--- src/hdl/lcd4_pkg.sv ---
// Shared types and the microprogram for the 4-bit character LCD sequencer.
// Used by lcd4_ctrl and lcd_4bit_nibble_sequencer; depends on nothing.
package lcd4_pkg;

  typedef enum logic [2:0] {
    OP_INIT        = 3'd0,
    OP_CMD         = 3'd1,
    OP_CHAR        = 3'd2,
    OP_CURSOR      = 3'd3,
    OP_CURSOR_CHAR = 3'd4
  } op_e;

  // where the nibble of a write comes from
  typedef enum logic [2:0] {
    NS_CONST  = 3'd0,
    NS_VAL_HI = 3'd1,
    NS_VAL_LO = 3'd2,
    NS_ADR_HI = 3'd3,
    NS_ADR_LO = 3'd4
  } nsrc_e;

  // sequencing after a step
  typedef enum logic [1:0] {
    SQ_NEXT   = 2'd0,
    SQ_END    = 2'd1,
    SQ_BRANCH = 2'd2   // jump to the character routine if one follows, else end
  } seq_e;

  typedef struct packed {
    nsrc_e       nsrc;
    logic [3:0]  cnib;
    logic        rs;
    logic        en;
    logic [8:0]  wait_units;
    seq_e        seq;
  } uword_t;

  typedef struct packed {
    logic active;  // a write is issued at the coming edge
    logic last;    // that write ends the run
  } seq_status_t;

  localparam int unsigned PcW = 6;

  localparam logic [PcW-1:0] EntryInit   = 6'd0;
  localparam logic [PcW-1:0] EntryCmd    = 6'd25;
  localparam logic [PcW-1:0] EntryCursor = 6'd29;
  localparam logic [PcW-1:0] EntryChar   = 6'd33;

  localparam logic [8:0] CmdWait = 9'd50;
  localparam logic [8:0] ChrWait = 9'd1;

  function automatic uword_t mk(nsrc_e nsrc, logic [3:0] cnib, logic rs, logic en,
                                logic [8:0] wt, seq_e seq);
    uword_t w;
    w.nsrc       = nsrc;
    w.cnib       = cnib;
    w.rs         = rs;
    w.en         = en;
    w.wait_units = wt;
    w.seq        = seq;
    return w;
  endfunction

  // Microprogram: wake-up, init commands, command, cursor, character routines.
  function automatic uword_t rom_word(logic [PcW-1:0] pc);
    uword_t w;
    unique case (pc)
      // wake-up
      6'd0:  w = mk(NS_CONST,  4'h0, 1'b0, 1'b0, 9'd500, SQ_NEXT);
      6'd1:  w = mk(NS_CONST,  4'h3, 1'b0, 1'b1, 9'd125, SQ_NEXT);
      6'd2:  w = mk(NS_CONST,  4'h3, 1'b0, 1'b0, 9'd0,   SQ_NEXT);
      6'd3:  w = mk(NS_CONST,  4'h3, 1'b0, 1'b1, 9'd3,   SQ_NEXT);
      6'd4:  w = mk(NS_CONST,  4'h3, 1'b0, 1'b0, 9'd0,   SQ_NEXT);
      6'd5:  w = mk(NS_CONST,  4'h3, 1'b0, 1'b1, 9'd125, SQ_NEXT);
      6'd6:  w = mk(NS_CONST,  4'h3, 1'b0, 1'b0, 9'd0,   SQ_NEXT);
      6'd7:  w = mk(NS_CONST,  4'h2, 1'b0, 1'b1, 9'd125, SQ_NEXT);
      6'd8:  w = mk(NS_CONST,  4'h2, 1'b0, 1'b0, 9'd0,   SQ_NEXT);
      // function set, 4-bit, two lines
      6'd9:  w = mk(NS_CONST,  4'h2, 1'b0, 1'b1, CmdWait, SQ_NEXT);
      6'd10: w = mk(NS_CONST,  4'h2, 1'b0, 1'b0, 9'd0,    SQ_NEXT);
      6'd11: w = mk(NS_CONST,  4'h8, 1'b0, 1'b1, CmdWait, SQ_NEXT);
      6'd12: w = mk(NS_CONST,  4'h8, 1'b0, 1'b0, 9'd0,    SQ_NEXT);
      // display on
      6'd13: w = mk(NS_CONST,  4'h0, 1'b0, 1'b1, CmdWait, SQ_NEXT);
      6'd14: w = mk(NS_CONST,  4'h0, 1'b0, 1'b0, 9'd0,    SQ_NEXT);
      6'd15: w = mk(NS_CONST,  4'hC, 1'b0, 1'b1, CmdWait, SQ_NEXT);
      6'd16: w = mk(NS_CONST,  4'hC, 1'b0, 1'b0, 9'd0,    SQ_NEXT);
      // clear
      6'd17: w = mk(NS_CONST,  4'h0, 1'b0, 1'b1, CmdWait, SQ_NEXT);
      6'd18: w = mk(NS_CONST,  4'h0, 1'b0, 1'b0, 9'd0,    SQ_NEXT);
      6'd19: w = mk(NS_CONST,  4'h1, 1'b0, 1'b1, CmdWait, SQ_NEXT);
      6'd20: w = mk(NS_CONST,  4'h1, 1'b0, 1'b0, 9'd0,    SQ_NEXT);
      // entry mode
      6'd21: w = mk(NS_CONST,  4'h0, 1'b0, 1'b1, CmdWait, SQ_NEXT);
      6'd22: w = mk(NS_CONST,  4'h0, 1'b0, 1'b0, 9'd0,    SQ_NEXT);
      6'd23: w = mk(NS_CONST,  4'h6, 1'b0, 1'b1, CmdWait, SQ_NEXT);
      6'd24: w = mk(NS_CONST,  4'h6, 1'b0, 1'b0, 9'd0,    SQ_END);
      // command byte
      6'd25: w = mk(NS_VAL_HI, 4'h0, 1'b0, 1'b1, CmdWait, SQ_NEXT);
      6'd26: w = mk(NS_VAL_HI, 4'h0, 1'b0, 1'b0, 9'd0,    SQ_NEXT);
      6'd27: w = mk(NS_VAL_LO, 4'h0, 1'b0, 1'b1, CmdWait, SQ_NEXT);
      6'd28: w = mk(NS_VAL_LO, 4'h0, 1'b0, 1'b0, 9'd0,    SQ_END);
      // cursor address
      6'd29: w = mk(NS_ADR_HI, 4'h0, 1'b0, 1'b1, CmdWait, SQ_NEXT);
      6'd30: w = mk(NS_ADR_HI, 4'h0, 1'b0, 1'b0, 9'd0,    SQ_NEXT);
      6'd31: w = mk(NS_ADR_LO, 4'h0, 1'b0, 1'b1, CmdWait, SQ_NEXT);
      6'd32: w = mk(NS_ADR_LO, 4'h0, 1'b0, 1'b0, 9'd0,    SQ_BRANCH);
      // character byte
      6'd33: w = mk(NS_VAL_HI, 4'h0, 1'b1, 1'b1, ChrWait, SQ_NEXT);
      6'd34: w = mk(NS_VAL_HI, 4'h0, 1'b1, 1'b0, 9'd0,    SQ_NEXT);
      6'd35: w = mk(NS_VAL_LO, 4'h0, 1'b1, 1'b1, ChrWait, SQ_NEXT);
      6'd36: w = mk(NS_VAL_LO, 4'h0, 1'b1, 1'b0, 9'd0,    SQ_END);
      default: w = mk(NS_CONST, 4'h0, 1'b0, 1'b0, 9'd0,   SQ_END);
    endcase
    return w;
  endfunction

endpackage

--- src/hdl/lcd4_ctrl.sv ---
// Microsequencer: step counter, program fetch and the busy/branch control.
// Depends on lcd4_pkg for the control word layout and the microprogram.
module lcd4_ctrl (
  input  logic                 clk_i,
  input  logic                 rst_ni,
  input  logic                 start_i,
  input  logic [2:0]           op_i,
  output logic                 busy_o,
  output lcd4_pkg::uword_t     uword_o,
  output lcd4_pkg::seq_status_t status_o
);

  logic [lcd4_pkg::PcW-1:0] pc_q, pc_d;
  logic                     run_q, run_d;
  logic                     op4_q, op4_d;
  logic [lcd4_pkg::PcW-1:0] entry;
  logic                     op_known;
  logic                     fin;
  logic                     accept;
  lcd4_pkg::uword_t         word;

  assign word = lcd4_pkg::rom_word(pc_q);

  // the step being issued ends the run
  assign fin = run_q && ((word.seq == lcd4_pkg::SQ_END) ||
                         ((word.seq == lcd4_pkg::SQ_BRANCH) && !op4_q));

  // take the next transaction while the final write goes out
  assign busy_o = run_q && !fin;
  assign accept = start_i && !busy_o;

  always_comb begin
    entry    = lcd4_pkg::EntryInit;
    op_known = 1'b1;
    unique case (lcd4_pkg::op_e'(op_i))
      lcd4_pkg::OP_INIT:        entry = lcd4_pkg::EntryInit;
      lcd4_pkg::OP_CMD:         entry = lcd4_pkg::EntryCmd;
      lcd4_pkg::OP_CHAR:        entry = lcd4_pkg::EntryChar;
      lcd4_pkg::OP_CURSOR:      entry = lcd4_pkg::EntryCursor;
      lcd4_pkg::OP_CURSOR_CHAR: entry = lcd4_pkg::EntryCursor;
      default:                  op_known = 1'b0;
    endcase
  end

  always_comb begin
    pc_d  = pc_q;
    run_d = run_q;
    op4_d = op4_q;
    priority if (accept) begin
      pc_d  = entry;
      run_d = op_known;
      op4_d = (lcd4_pkg::op_e'(op_i) == lcd4_pkg::OP_CURSOR_CHAR);
    end else if (fin) begin
      run_d = 1'b0;
    end else if (run_q) begin
      if (word.seq == lcd4_pkg::SQ_BRANCH) begin
        pc_d = lcd4_pkg::EntryChar;
      end else begin
        pc_d = pc_q + 6'd1;
      end
    end else begin
      // idle: hold
    end
  end

  always_ff @(posedge clk_i or negedge rst_ni) begin
    if (!rst_ni) begin
      pc_q  <= lcd4_pkg::EntryInit;
      run_q <= 1'b0;
      op4_q <= 1'b0;
    end else begin
      pc_q  <= pc_d;
      run_q <= run_d;
      op4_q <= op4_d;
    end
  end

  assign uword_o         = word;
  assign status_o.active = run_q;
  assign status_o.last   = fin;

endmodule

--- src/hdl/lcd_4bit_nibble_sequencer.sv ---
// Top level of the 4-bit character LCD sequencer: operand registers, cursor
// address adder and registered write outputs. Depends on lcd4_pkg, lcd4_ctrl.
//
// A request is taken when start is high and busy is low. It becomes a run
// of port writes, one per clock cycle, each shown for one cycle with strobe_o
// high; the receiver cannot stall them, so it must take every strobed write.
// The request is registered in the step counter, and each fetched step in the
// write outputs, before its write appears. Command, data and set cursor give
// 4 writes, set cursor then char gives 8, init gives 25; op codes 5 to 7 are
// taken and give nothing. busy drops in the cycle that fetches the last step
// of a run, the cycle before the last write shows, so a new request follows
// without a gap and a stream of byte requests runs back to back. One
// microprogram step is fetched per cycle; that step counter sets the rate.
module lcd_4bit_nibble_sequencer (
  input  logic       clk_i,
  input  logic       rst_ni,
  input  logic       start,
  output logic       busy,
  input  logic [2:0] op_i,
  input  logic [7:0] value_i,
  input  logic [1:0] row_i,
  input  logic [5:0] column_i,
  output logic       strobe_o,
  output logic [3:0] data_nibble_o,
  output logic       reg_select_o,
  output logic       enable_o,
  output logic [8:0] wait_units_o,
  output logic       last_o
);

  lcd4_pkg::uword_t      uword;
  lcd4_pkg::seq_status_t status;
  logic                  accept;
  logic [7:0]            value_q;
  logic [7:0]            addr_q;
  logic [7:0]            addr_d;
  logic [3:0]            nib;
  logic                  strobe_q;
  logic [3:0]            nib_q;
  logic                  rs_q;
  logic                  en_q;
  logic [8:0]            wait_q;
  logic                  last_q;

  lcd4_ctrl u_ctrl (
    .clk_i    (clk_i),
    .rst_ni   (rst_ni),
    .start_i  (start),
    .op_i     (op_i),
    .busy_o   (busy),
    .uword_o  (uword),
    .status_o (status)
  );

  assign accept = start && !busy;

  // DDRAM address: 0x80 + (row-1)*0x40 + (column-1), wrapping at 8 bits
  assign addr_d = 8'h80 + {row_i - 2'd1, 6'd0} + ({2'b00, column_i} - 8'd1);

  always_ff @(posedge clk_i) begin
    if (accept) begin
      value_q <= value_i;
      addr_q  <= addr_d;
    end
  end

  always_comb begin
    unique case (uword.nsrc)
      lcd4_pkg::NS_CONST:  nib = uword.cnib;
      lcd4_pkg::NS_VAL_HI: nib = value_q[7:4];
      lcd4_pkg::NS_VAL_LO: nib = value_q[3:0];
      lcd4_pkg::NS_ADR_HI: nib = addr_q[7:4];
      lcd4_pkg::NS_ADR_LO: nib = addr_q[3:0];
      default:             nib = uword.cnib;
    endcase
  end

  always_ff @(posedge clk_i or negedge rst_ni) begin
    if (!rst_ni) begin
      strobe_q <= 1'b0;
    end else begin
      strobe_q <= status.active;
    end
  end

  always_ff @(posedge clk_i) begin
    if (status.active) begin
      nib_q  <= nib;
      rs_q   <= uword.rs;
      en_q   <= uword.en;
      wait_q <= uword.wait_units;
      last_q <= status.last;
    end
  end

  assign strobe_o      = strobe_q;
  assign data_nibble_o = nib_q;
  assign reg_select_o  = rs_q;
  assign enable_o      = en_q;
  assign wait_units_o  = wait_q;
  assign last_o        = strobe_q && last_q;

  // a known op puts out its first write through the step counter, then the write registers
  a_start_emits: assert property (@(posedge clk_i) disable iff (!rst_ni)
    accept && (op_i <= lcd4_pkg::OP_CURSOR_CHAR) |=> ##1 strobe_o)
    else $error("accepted request gave no write");

  // while busy, a write is always issued next cycle
  a_busy_emits: assert property (@(posedge clk_i) disable iff (!rst_ni)
    busy |=> strobe_o)
    else $error("sequencer busy without issuing a write");

  // a write that is not the last is followed by another
  a_run_continues: assert property (@(posedge clk_i) disable iff (!rst_ni)
    strobe_o && !last_o |-> status.active)
    else $error("run ended without a last write");

  // unknown op codes start nothing
  a_bad_op_silent: assert property (@(posedge clk_i) disable iff (!rst_ni)
    accept && (op_i > lcd4_pkg::OP_CURSOR_CHAR) |=> !busy)
    else $error("unknown op started a run");

endmodule

--- config.mk ---
export PLATFORM = sky130hd
export DESIGN_NAME = lcd_4bit_nibble_sequencer
export DESIGN_NICKNAME = d
export VERILOG_FILES = /design/src/hdl/lcd4_pkg.sv /design/src/hdl/lcd4_ctrl.sv /design/src/hdl/lcd_4bit_nibble_sequencer.sv
export SDC_FILE = /design/constraint.sdc
export NUM_CORES = 1
export LEC_CHECK = 0
export BUFFER_PORTS_ARGS = -buffer_cell sky130_fd_sc_hd__clkbuf_2
export CORE_MARGIN = 2
export CORE_UTILIZATION = 50
export DETAILED_ROUTE_END_ITERATION = 8
export PLACE_DENSITY = 0.73
export SYNTH_ARGS = -nofsm -noshare
export SYNTH_HDL_FRONTEND = slang
export SYNTH_SLANG_ARGS = --single-unit
--- constraint.sdc ---
create_clock -name clk_i -period 3.6 [get_ports clk_i]
set_input_delay 0.36 -clock clk_i [delete_from_list [all_inputs] [get_ports clk_i]]
set_output_delay 0.36 -clock clk_i [all_outputs]
set_load 0.05 [all_outputs]
Word-level counts from Yosys, hierarchy flattened
Memory sizes are Yosys's and may differ from the RTL's.
Cells that the tools add are included.

operators by class
  add/sub/neg operators = 5
  equal/unequal tests = 11
  muxes and demuxes = 9
  reduce and logical (&&, ||, !) cells = 15

operators by type and width
  cell                 count
  $mux 6               4
  $pmux 6 s3           1
  $pmux 4 s4           1
  $eq 3x2->1 const B   4
  $add 8x8->8          1
  $add 8x8->8 const A  1
  $sub 6x1->7 const B  1
  $add 6x1->6 const B  1
  $eq 3x1->1 const B   2
  $eq 3x3->1 const B   2
  $logic_and 1x1->1    5
  $reduce_or 5->1      1
  $reduce_bool 2->1    2
  $logic_not 1->1      3
  $logic_not 3->1      1
  $mux 1               3
  $eq 2x1->1 const B   1
  $eq 2x2->1 const B   1
  $ne 2x2->1 const B   1
  $reduce_and 2->1     1
  $reduce_or 2->1      1
  $sub 2x1->2 const B  1
  $logic_or 1x1->1     1

word-level totals
  bits in registers = 41
  ROM bits = 1280
  input port bits = 22
  output and inout port bits = 18
  word-level logic and storage cells = 52
  memories = 1

memory list
  memory           words  width  read ports  clocked after Yosys merged registers in  write ports  RTL line        source
  (no name shown)  64     20     1           0                                        0            lcd4_pkg.sv:68  unique case (pc)

Logic depth before layout (Yosys ltp)
Gate-level depths: netlist of the first run.
An unclocked memory read counts as a cell.

  depth in word-level cells = 11
  gate-level depth with buffers = 8
  mapped depth without buffers = 8

Hierarchy
Synthesis of the first run repeated with hierarchy kept, for this count alone.

unflattened totals
  cell total of the unflattened synthesis = 201
  area, all modules = 2290.9 µm²

modules (own cells, without submodules)
  module                     times used  cells each  area an instance (µm²)  seq. area each (µm²)
  lcd_4bit_nibble_sequencer  1           73          1318.8                  985.9
  lcd4_ctrl                  1           128         972.2                   200.2

Worst setup path after synthesis of the first run
Ideal clock, no wire load.

  kind = register to register
  start point = register u_ctrl.pc_q[0] (netlist bit)
  end point = register u_ctrl.op4_q
  library setup time = 0.127 ns
  arrival = 2.627 ns
  data required time = 3.473 ns
  slack = 0.846 ns
  stages on the path, launching flop included = 9
  buffers on the path = 0
  clock period less this slack = 2.754 ns
  cells stage by stage = dfrtp_1 inv_1 ha_1 and2_1 o21ai_0 nand3_1 inv_2 nor2_1 mux2_1

on the way
  cells in the longest elaborated chain, start to end = 9
  elaborated cells on any way between the ends = 10
  classes of those cells = eq/ne (2); reduce/logical (7); memory (1)

RTL lines
  element                   RTL line                         source
  start: declaration        lcd4_ctrl.sv:13                  logic [lcd4_pkg::PcW-1:0] pc_q, pc_d;
  start signal: assignment  lcd4_ctrl.sv:68                  pc_q <= lcd4_pkg::EntryInit;
  start signal: assignment  lcd4_ctrl.sv:72                  pc_q <= pc_d;
  $mem_v2 64x20 *           n/a
  $eq 2x2->1                lcd4_ctrl.sv:26                  ((word.seq == lcd4_pkg::SQ_BRANCH) && !op4_q));
  $logic_and 1x1->1         lcd4_ctrl.sv:26
  $logic_or 1x1->1 *        lcd4_ctrl.sv:25                  assign fin = run_q && ((word.seq == lcd4_pkg::SQ_END) ||
  $logic_and 1x1->1 *       lcd4_ctrl.sv:25
  $logic_not 1->1 *         lcd4_ctrl.sv:29                  assign busy_o = run_q && !fin;
  $logic_and 1x1->1 *       lcd4_ctrl.sv:29
  named net busy            lcd_4bit_nibble_sequencer.sv:18  output logic busy,
  $logic_not 1->1 *         n/a
  $logic_and 1x1->1 *       n/a
  named net accept          lcd_4bit_nibble_sequencer.sv:33  logic accept;
  end signal: assignment    lcd4_ctrl.sv:74                  op4_q <= op4_d;
  end: declaration          lcd4_ctrl.sv:15                  logic op4_q, op4_d;

The timed path passes the listed nets; every way through them passes the cells marked *.
A chain may end at the register's enable or synchronous reset.

Worst setup path in the final report of the first run
  start point = register u_ctrl.pc_q[0] (netlist bit)
  end point = output busy

on the way
  cells in the longest elaborated chain, start to end = 7
  elaborated cells on any way between the ends = 8
  classes of those cells = eq/ne (2); reduce/logical (5); memory (1)

RTL lines
  element              RTL line
  $mem_v2 64x20 *      n/a
  $eq 2x2->1           lcd4_ctrl.sv:26
  $logic_and 1x1->1    lcd4_ctrl.sv:26
  $logic_or 1x1->1 *   lcd4_ctrl.sv:25
  $logic_and 1x1->1 *  lcd4_ctrl.sv:25
  $logic_not 1->1 *    lcd4_ctrl.sv:29
  $logic_and 1x1->1 *  lcd4_ctrl.sv:29
  end: declaration     lcd_4bit_nibble_sequencer.sv:18

Mark *: on every way between the ends. The rest lies on a longest branch, timed or not.

==> results of run 1 <==
synthesized netlist by cell type, drive strengths merged, types with 6 or more instances:
master / n
nor2b: 6
nand2: 20
nor3: 6
o21ai: 14
dfrtp: 9
inv: 16
buf: 7
ha: 9
a21oi: 8
edfxtp: 29
nand3: 6
nor2: 14
layer usage:
metal	vias to the layer above	global-route usage	routed length, um
met5	-	0	0
met2	53	0.284	1890
met4	0	0.0940	109
met3	7	0.0491	226
li1	839	-	-
met1	741	0.246	1840
flip-flops by register name (all words and copies together), names as in the netlist, 4 cells and up:
register,count
addr_q,8
value_q,8
u_ctrl.pc_q,6
wait_units_o,6
data_nibble_o,4
final cells by class:
type                            count  area share
Clock buffer                        5      0.0276
Clock inverter                      3     0.00852
Inverter                           16      0.0240
Multi-Input combinational cell    144       0.390
Sequential cell                    38       0.439
Tap cell                           52      0.0261
Timing Repair Buffer               41      0.0852
path summary, 6_finish.rpt:
path | end
worst max-delay path | busy
worst min-delay path | value_q[3]
worst max register to register | u_ctrl.op4_q
worst min register to register | u_ctrl.op4_q
max in group asynchronous | strobe_o
min in group asynchronous | u_ctrl.pc_q[5]
kinds of logic after synthesis:
| group | after synthesis | share of synthesized area |
|---|---|---|
| compound gates | 50 | 0.165 |
| simple gates | 73 | 0.176 |
| flops | 38 | 0.502 |
| fa+ha+maj | 9 | 0.0515 |
| buf+inv | 26 | 0.0527 |
| mux | 5 | 0.0246 |
| xor+xnor | 7 | 0.0281 |
timing repair:
action | in CTS | in global routing
buffers inserted | 0 | 0
endpoints found under the hold margin | 9 | 0
hold buffers | 1 | 0
power by group through the flow:
| stage | combinational, mW | clock [mW] | sequential (mW) |
|---|---|---|---|
| detailed placement | 1.22 | 0 | 0.920 |
| finish | 1.22 | 0.288 | 0.911 |
| global placement | 1.21 | 0 | 0.912 |
| global route | 1.33 | 0.320 | 0.944 |
| floorplan | 0.819 | 0 | 1.07 |
| CTS | 1.22 | 0.298 | 0.910 |
stage by stage:
| stage | utilization | cells | total power [mW] |
|---|---|---|---|
| 2_1_floorplan | - | 208 | 1.89 |
| 3_3_place_gp | 0.558 | 290 | 2.12 |
| 3_5_place_dp | 0.558 | 290 | 2.14 |
| 4_1_cts | 0.582 | 299 | 2.43 |
| 5_1_grt | 0.582 | 299 | 2.59 |
| 6_report | 0.582 | 299 | 2.42 |
critical path, cell delays in order, from the launching register on:
cell	delay (ns)
dfrtp_1	0.46
inv_1	0.15
ha_1	0.29
and2_1	0.18
o21ai_0	0.42
nand3_1	0.31
inv_2	0.19
clkbuf_2	0.30
==> results_dict.tcl, run 1 <==
set metrics [dict create \
    drt-initial-drc-count 155 \
    fin_crit_sh 0.827 \
    relSlewSlack 0.557 \
    internal_power_mw 1.24 \
    holdCritPathClass "primary input to flop" \
    p_comb_frac 0.505 \
    pre_cts_ws_ns 1.00 \
    cts_root_buf "clkbuf_8" \
    synth-main-ff-cell "edfxtp_1" \
    crit_start "u_ctrl.pc_q[0]" \
    viasPerCell 5.48 \
    rsz0062_at_grt "false" \
    whs_path_depth 1 \
    r2r_cells 9 \
    fin_tns_setup_ns 0 \
    num_rows 24 \
    multi_input_area_um2 973 \
    cp.arrival_ns 2.62 \
    syn-instance-count 208 \
    place_congestion 0.889 \
    sequentialPowerShare 0.376 \
    power_switching_share 0.489 \
    seqCellArea_mm2 0.00110 \
    power_density_mw_per_mm2 970 \
    avgSynthCellArea_um2 10.5 \
    vias 1640 \
    synth_area_leaders "edfxtp_1 40%, dfrtp_1 10%, ha_1 5.2%, nand2_1 3.4%, o21ai_0 2.7%" \
    end_kind "primary output" \
    final_common_cell "clkbuf_2" \
    p_leak_nw 1.06 \
    syn_nets 239 \
    ys_warn_count 0 \
    drt-total-wl_mm 4.06 \
    hpwl_mm 3.04 \
    slew_viol_final 0 \
    worst_pin_slew_ns 0.665 \
    syn2layout_area_growth_pct 14.3 \
    wire_per_inst_um 13.6 \
    fin_ws_ns 0.624 \
    skew_ns 0.00897 \
    clock-sinks 38 \
    track_usage 0.186 \
    synth_cell_types 56 \
    dieWidth_um 70.1 \
    final-hold-violation-count 0 \
    cts_resized 0 \
    grt_pass1_wl_mm 7.13 \
    port_buffers 39 \
    r2r-start "u_ctrl.pc_q[0]" \
    ys_ff_latch 38 \
    r2r_setup_slack_ns 0.90 \
    nFillCells 390 \
    ant_nets 0 \
    htree_levels 2 \
    grt_max_degree 24 \
    cp_max_fo 7 \
    num_antenna_cells 0 \
    fin_crit_ns 2.98 \
    cts_buffer_depth 2 \
    clk_pin_slew_ns 0.08 \
    seq_area_frac_synth 0.502 \
    yosysTopAreaCell "edfxtp_1" \
    status "finished clean" \
    drv_cap 0 \
    holdCritStartpoint "value_i[3]" \
    drc 0 \
    cts_tree "built" \
    final_cell_mix "39 x clkbuf_2, 29 x edfxtp_1, 20 x nand2_1" \
    fmax_mhz 336 \
    async_reset_ff_frac 0.237 \
    drive_above_1_share 0.227 \
    worstPathRequired_ns 3.24 \
    die_y_um 70.1 \
    p_clk_frac 0.119 \
    yosys.area.top_type_share 0.399 \
    cts_buffers 5 \
    drt_pass1_iterations 4 \
    start_util 0.509 \
    grt_pass1_vias 1519 \
    finalSetupViolCount 0 \
    synthesis.area_mm2 0.00218 \
    overflow 0 \
    switchingPower_mw 1.18 \
    synth_edf_count 29 \
    antenna_found_initial 0 \
    start_kind "flop" \
    timing.hold.ws_ns 0.235 \
    post_dp_cell_area_mm2 0.00240 \
    ir_drop_uv 342 \
    final_area_mm2 0.00250 \
    worst-setup-path-type "flop to primary output" \
    io_pins 40 \
    dieArea_mm2 0.00491 \
    coreArea_mm2 0.00429 \
    layout.nets 277 \
    clk_latency_ns 0.30 \
]
Power figures use the tool's default switching activity.
==> run 2, diff against run 1 <==
Settings changed: PLACE_DENSITY 0.73 to 0.76.
Clock period 3.6 ns to 2.61 ns, I/O delays scaled along.
==> run 2 against run 1 <==
Combinational power grew 59%. Sequential power grew 28%. First-iteration DRC count grew 17%. Die area stayed put. Critical path type unchanged. Sequential cell count unchanged. Largest cell class unchanged.
==> results_dict.tcl, run 2 (synthesized netlist as in run 1, its figures left out) <==
set metrics [dict create \
    track_usage 0.203 \
    antenna_found_initial 0 \
    fin_ws_ns 0.178 \
    slew_viol_final 0 \
    drv_cap 0 \
    grt_pass1_wl_mm 7.81 \
    cp_max_fo 7 \
    r2r_cells 5 \
    worst_pin_slew_ns 0.557 \
    final_common_cell "clkbuf_2" \
    dp.cells 300 \
    drc 0 \
    end_kind "primary output" \
    cts_tree "built" \
    cts_buffer_depth 2 \
    vias 1756 \
    drive_above_1_share 0.265 \
    num_antenna_cells 0 \
    cts_setup_buffers 0 \
    fin_crit_ns 2.43 \
    syn2layout_area_growth_pct 20.8 \
    dieArea_mm2 0.00491 \
    overflow 0 \
    cts_root_buf "clkbuf_8" \
    finalSetupViolCount 0 \
    final_cell_mix "39 x clkbuf_2, 29 x edfxtp_1, 20 x nand2_1" \
    final-hold-violation-count 0 \
    worst-setup-path-type "flop to primary output" \
    cts_buffers 5 \
    ant_nets 0 \
    p_leak_nw 1.13 \
    fin_util 0.615 \
    grt_max_degree 19 \
    drt_pass1_iterations 4 \
    whs_path_depth 1 \
    clk_latency_ns 0.29 \
    ir_drop_uv 629 \
    relSlewSlack 0.629 \
    port_buffers 39 \
    worstPathRequired_ns 2.35 \
    die_y_um 70.1 \
    start_kind "flop" \
    htree_levels 2 \
    wire_per_inst_um 14.2 \
    skew_ns 0.00566 \
    pre_cts_ws_ns 0.133 \
    drt-total-wl_mm 4.39 \
    layout.nets 287 \
    clock-sinks 38 \
    fmax_mhz 411 \
    coreArea_mm2 0.00429 \
    hpwl_mm 3.31 \
    fin_crit_sh 0.932 \
    drt-initial-drc-count 182 \
    rsz0062_at_grt "false" \
    grt_pass1_vias 1731 \
    holdCritPathClass "primary input to flop" \
    viasPerCell 5.68 \
    fin_tns_setup_ns 0 \
    power_density_mw_per_mm2 1410 \
    nFillCells 362 \
    final_cells 309 \
    cp.arrival_ns 2.17 \
    num_rows 24 \
    dieWidth_um 70.1 \
    reg.largest.list "addr_q x8, value_q x8" \
    place_congestion 0.922 \
    io_pins 40 \
    start_util 0.509 \
    status "finished clean" \
    clk_pin_slew_ns 0.08 \
]
run 2: routing by layer:
layer,vias up,part of all wire,global-route usage
met5,-,0,0
met1,841,0.45,0.258
met2,50,0.48,0.330
li1,854,-,-
met3,11,0.038,0.0462
met4,0,0.023,0.0940
run 2: final cells by class:
| cell class | instances | area, um2 | share of cell area |
|---|---|---|---|
| clock inverters | 2 | 60.1 | 0.0228 |
| flip-flops and latches | 38 | 1100 | 0.415 |
| multi-input cells | 144 | 987 | 0.374 |
| repair buffers | 51 | 288 | 0.109 |
| inverters | 16 | 60.1 | 0.0228 |
| clock buffers | 6 | 82.6 | 0.0313 |
| well taps | 52 | 65.1 | 0.0247 |
run 2: per-stage QoR:
stage / hold slack [ns] / power [mW] / area [um2]
final: 0.140 / 3.72 / 2640
after floorplan: -0.0346 / 2.60 / 2190
after global placement: 0.131 / 3.05 / 2470
after global routing: 0.129 / 3.97 / 2640
after detailed placement: 0.136 / 3.08 / 2470
after CTS: 0.133 / 3.71 / 2630
run 2: worst paths after layout:
kind                                     start               end  slack, ns
worst max-delay path            u_ctrl.pc_q[0]              busy       0.18
min in group asynchronous               rst_ni    u_ctrl.pc_q[2]       0.35
worst min register to register    u_ctrl.op4_q      u_ctrl.op4_q       0.52
max in group asynchronous               rst_ni    u_ctrl.pc_q[3]       2.06
worst min-delay path                value_i[7]        value_q[7]       0.14
worst max register to register  u_ctrl.pc_q[0]  data_nibble_o[1]       0.18
run 2: where the power goes:
part / switching, mW / total (mW) / internal [mW]
combinational: 1.29 / 1.94 / 0.647
clock: 0.207 / 0.615 / 0.408
sequential: 0.191 / 1.17 / 0.974
total: 1.69 / 3.72 / 2.03
run 2: worst max-delay path, cell delays in order, from the launching register on:
cell and delay (ns):
dfrtp_1 0.48, inv_1 0.10, ha_1 0.21, buf_4 0.15
nor2b_1 0.13, o31ai_2 0.21, nand3_1 0.16, inv_2 0.14
clkbuf_2 0.30
run 2: repair_timing:
action / in CTS / in global routing
resized for setup: 0 / 3
setup endpoints to repair: 0 / 4
hold buffers: 1 / 0
endpoints found under the hold margin: 9 / 0
==> run 3, diff against run 2 <==
Settings changed: MAX_ROUTING_LAYER from default to met4.
==> run 3 against run 2 <==
Total power down 0.73%. Via count down 1.9%. First-iteration DRC count down 13%. Final cell count up 0.32%. Highest routed layer unchanged. Clock-buffer cell count down 1. Sequential power about the same.
==> results_dict.tcl, run 3 (synthesized netlist as in run 1, its figures left out) <==
set metrics [dict create \
    crit_start "u_ctrl.pc_q[0]" \
    r2r-start "u_ctrl.pc_q[0]" \
    drive_above_1_share 0.264 \
    cp_max_fo 7 \
    status "finished clean" \
    antenna_found_initial 0 \
    cts_setup_buffers 0 \
    worst-setup-path-type "flop to primary output" \
    skew_ns 0.00702 \
    htree_levels 2 \
    rsz0062_at_grt "false" \
    track_usage 0.201 \
    fmax_mhz 412 \
    viasPerCell 5.55 \
    syn2layout_area_growth_pct 20.6 \
    drt-initial-drc-count 159 \
    fin_util 0.614 \
    fin_ws_ns 0.184 \
    worst_pin_slew_ns 0.453 \
    fin_crit_ns 2.43 \
    cts_buffers 5 \
    clk_pin_slew_ns 0.08 \
    reg.largest.list "addr_q x8, value_q x8" \
    io_pins 40 \
    clock-sinks 38 \
    start_kind "flop" \
    die_y_um 70.1 \
    num_antenna_cells 0 \
    final_cells 310 \
    dp.cells 301 \
    dieArea_mm2 0.00491 \
    ir_drop_uv 512 \
    relSlewSlack 0.690 \
    end_kind "primary output" \
    drv_cap 0 \
    post_dp_cell_area_mm2 0.00248 \
    holdCritPathClass "primary input to flop" \
    final_common_cell "clkbuf_2" \
    grt_max_degree 19 \
    pre_cts_ws_ns 0.158 \
    cpLargestDelayFamily "buffers and inverters" \
    hpwl_mm 3.25 \
    seqCellArea_mm2 0.00110 \
    cts_root_buf "clkbuf_8" \
    finalSetupViolCount 0 \
    grt_pass1_wl_mm 7.56 \
    power_density_mw_per_mm2 1400 \
    path_cells "inv_1 -> ha_1 -> and2_1 -> o21ai_0 -> nand3_1 -> inv_2 -> clkbuf_2" \
    drt-total-wl_mm 4.36 \
    wire_per_inst_um 14.1 \
    multi_input_area_um2 981 \
    critical_path_buf_inv_count 3 \
    fin_tns_setup_ns 0 \
    worstPathRequired_ns 2.35 \
    drc 0 \
    nFillCells 333 \
    slowest_stage "dfrtp_1" \
    grt_pass1_vias 1634 \
    cts_tree "built" \
    coreArea_mm2 0.00429 \
    cts_buffer_depth 2 \
    port_buffers 39 \
    fin_crit_sh 0.929 \
    drt_pass1_iterations 4 \
    slowest_delay_ns 0.47 \
    power.total_mw 3.69 \
    overflow 0 \
    layout.nets 288 \
    vias 1722 \
    slew_viol_final 0 \
    cp.arrival_ns 2.16 \
    dieWidth_um 70.1 \
    start_util 0.509 \
    place_congestion 0.910 \
    ant_nets 0 \
    num_rows 24 \
    final_cell_mix "39 x clkbuf_2, 29 x edfxtp_1, 20 x nand2_1" \
    timing.hold.ws_ns 0.134 \
    clk_latency_ns 0.30 \
    final_area_mm2 0.00264 \
    holdCritStartpoint "value_i[3]" \
    final-hold-violation-count 0 \
    p_leak_nw 1.14 \
]
-- run 3: per-layer routing --
layer	vias to the layer above	wire, um	track usage
li1	856	-	-
met3	5	294	0.0447
met4	0	58	0.0684
met1	782	1920	0.250
met5	-	0	-
met2	79	2090	0.325
-- run 3: worst register-to-register path, stage by stage, from the launching register on --
cell     delay (ns)
dfrtp_1        0.47
ha_1           0.37
nor2_1         0.14
o32ai_4        0.44
mux2_2         0.39
a221o_1        0.35
-- run 3: final cells by class --
type                    instances  share of cell area
clock buffers                   5              0.0261
clock inverters                 3              0.0261
inverters                      16              0.0228
multi-input cells             144               0.372
flip-flops and latches         38               0.416
well taps                      52              0.0247
repair buffers                 52               0.112
-- run 3: worst paths after layout --
kind,to,slack (ns),depth (start not counted)
worst max-delay path,busy,0.18,7
worst min-delay path,value_q[3],0.13,1
worst max register to register,data_nibble_o[2],0.21,5
worst min register to register,u_ctrl.op4_q,0.53,1
max in group asynchronous,u_ctrl.pc_q[2],2.05,2
min in group asynchronous,strobe_o,0.36,2
-- run 3: where the power goes --
part           switching [mW]  leakage [nW]  internal (mW)
combinational            1.29         0.671          0.651
sequential              0.183         0.396          0.973
clock                   0.218        0.0683          0.383
total                    1.69          1.14           2.01
-- run 3: repair_timing --
action,CTS,global route
hold endpoints to repair,9,0
hold buffers,1,0
gates resized for setup,0,2
endpoints found under the setup margin,0,3
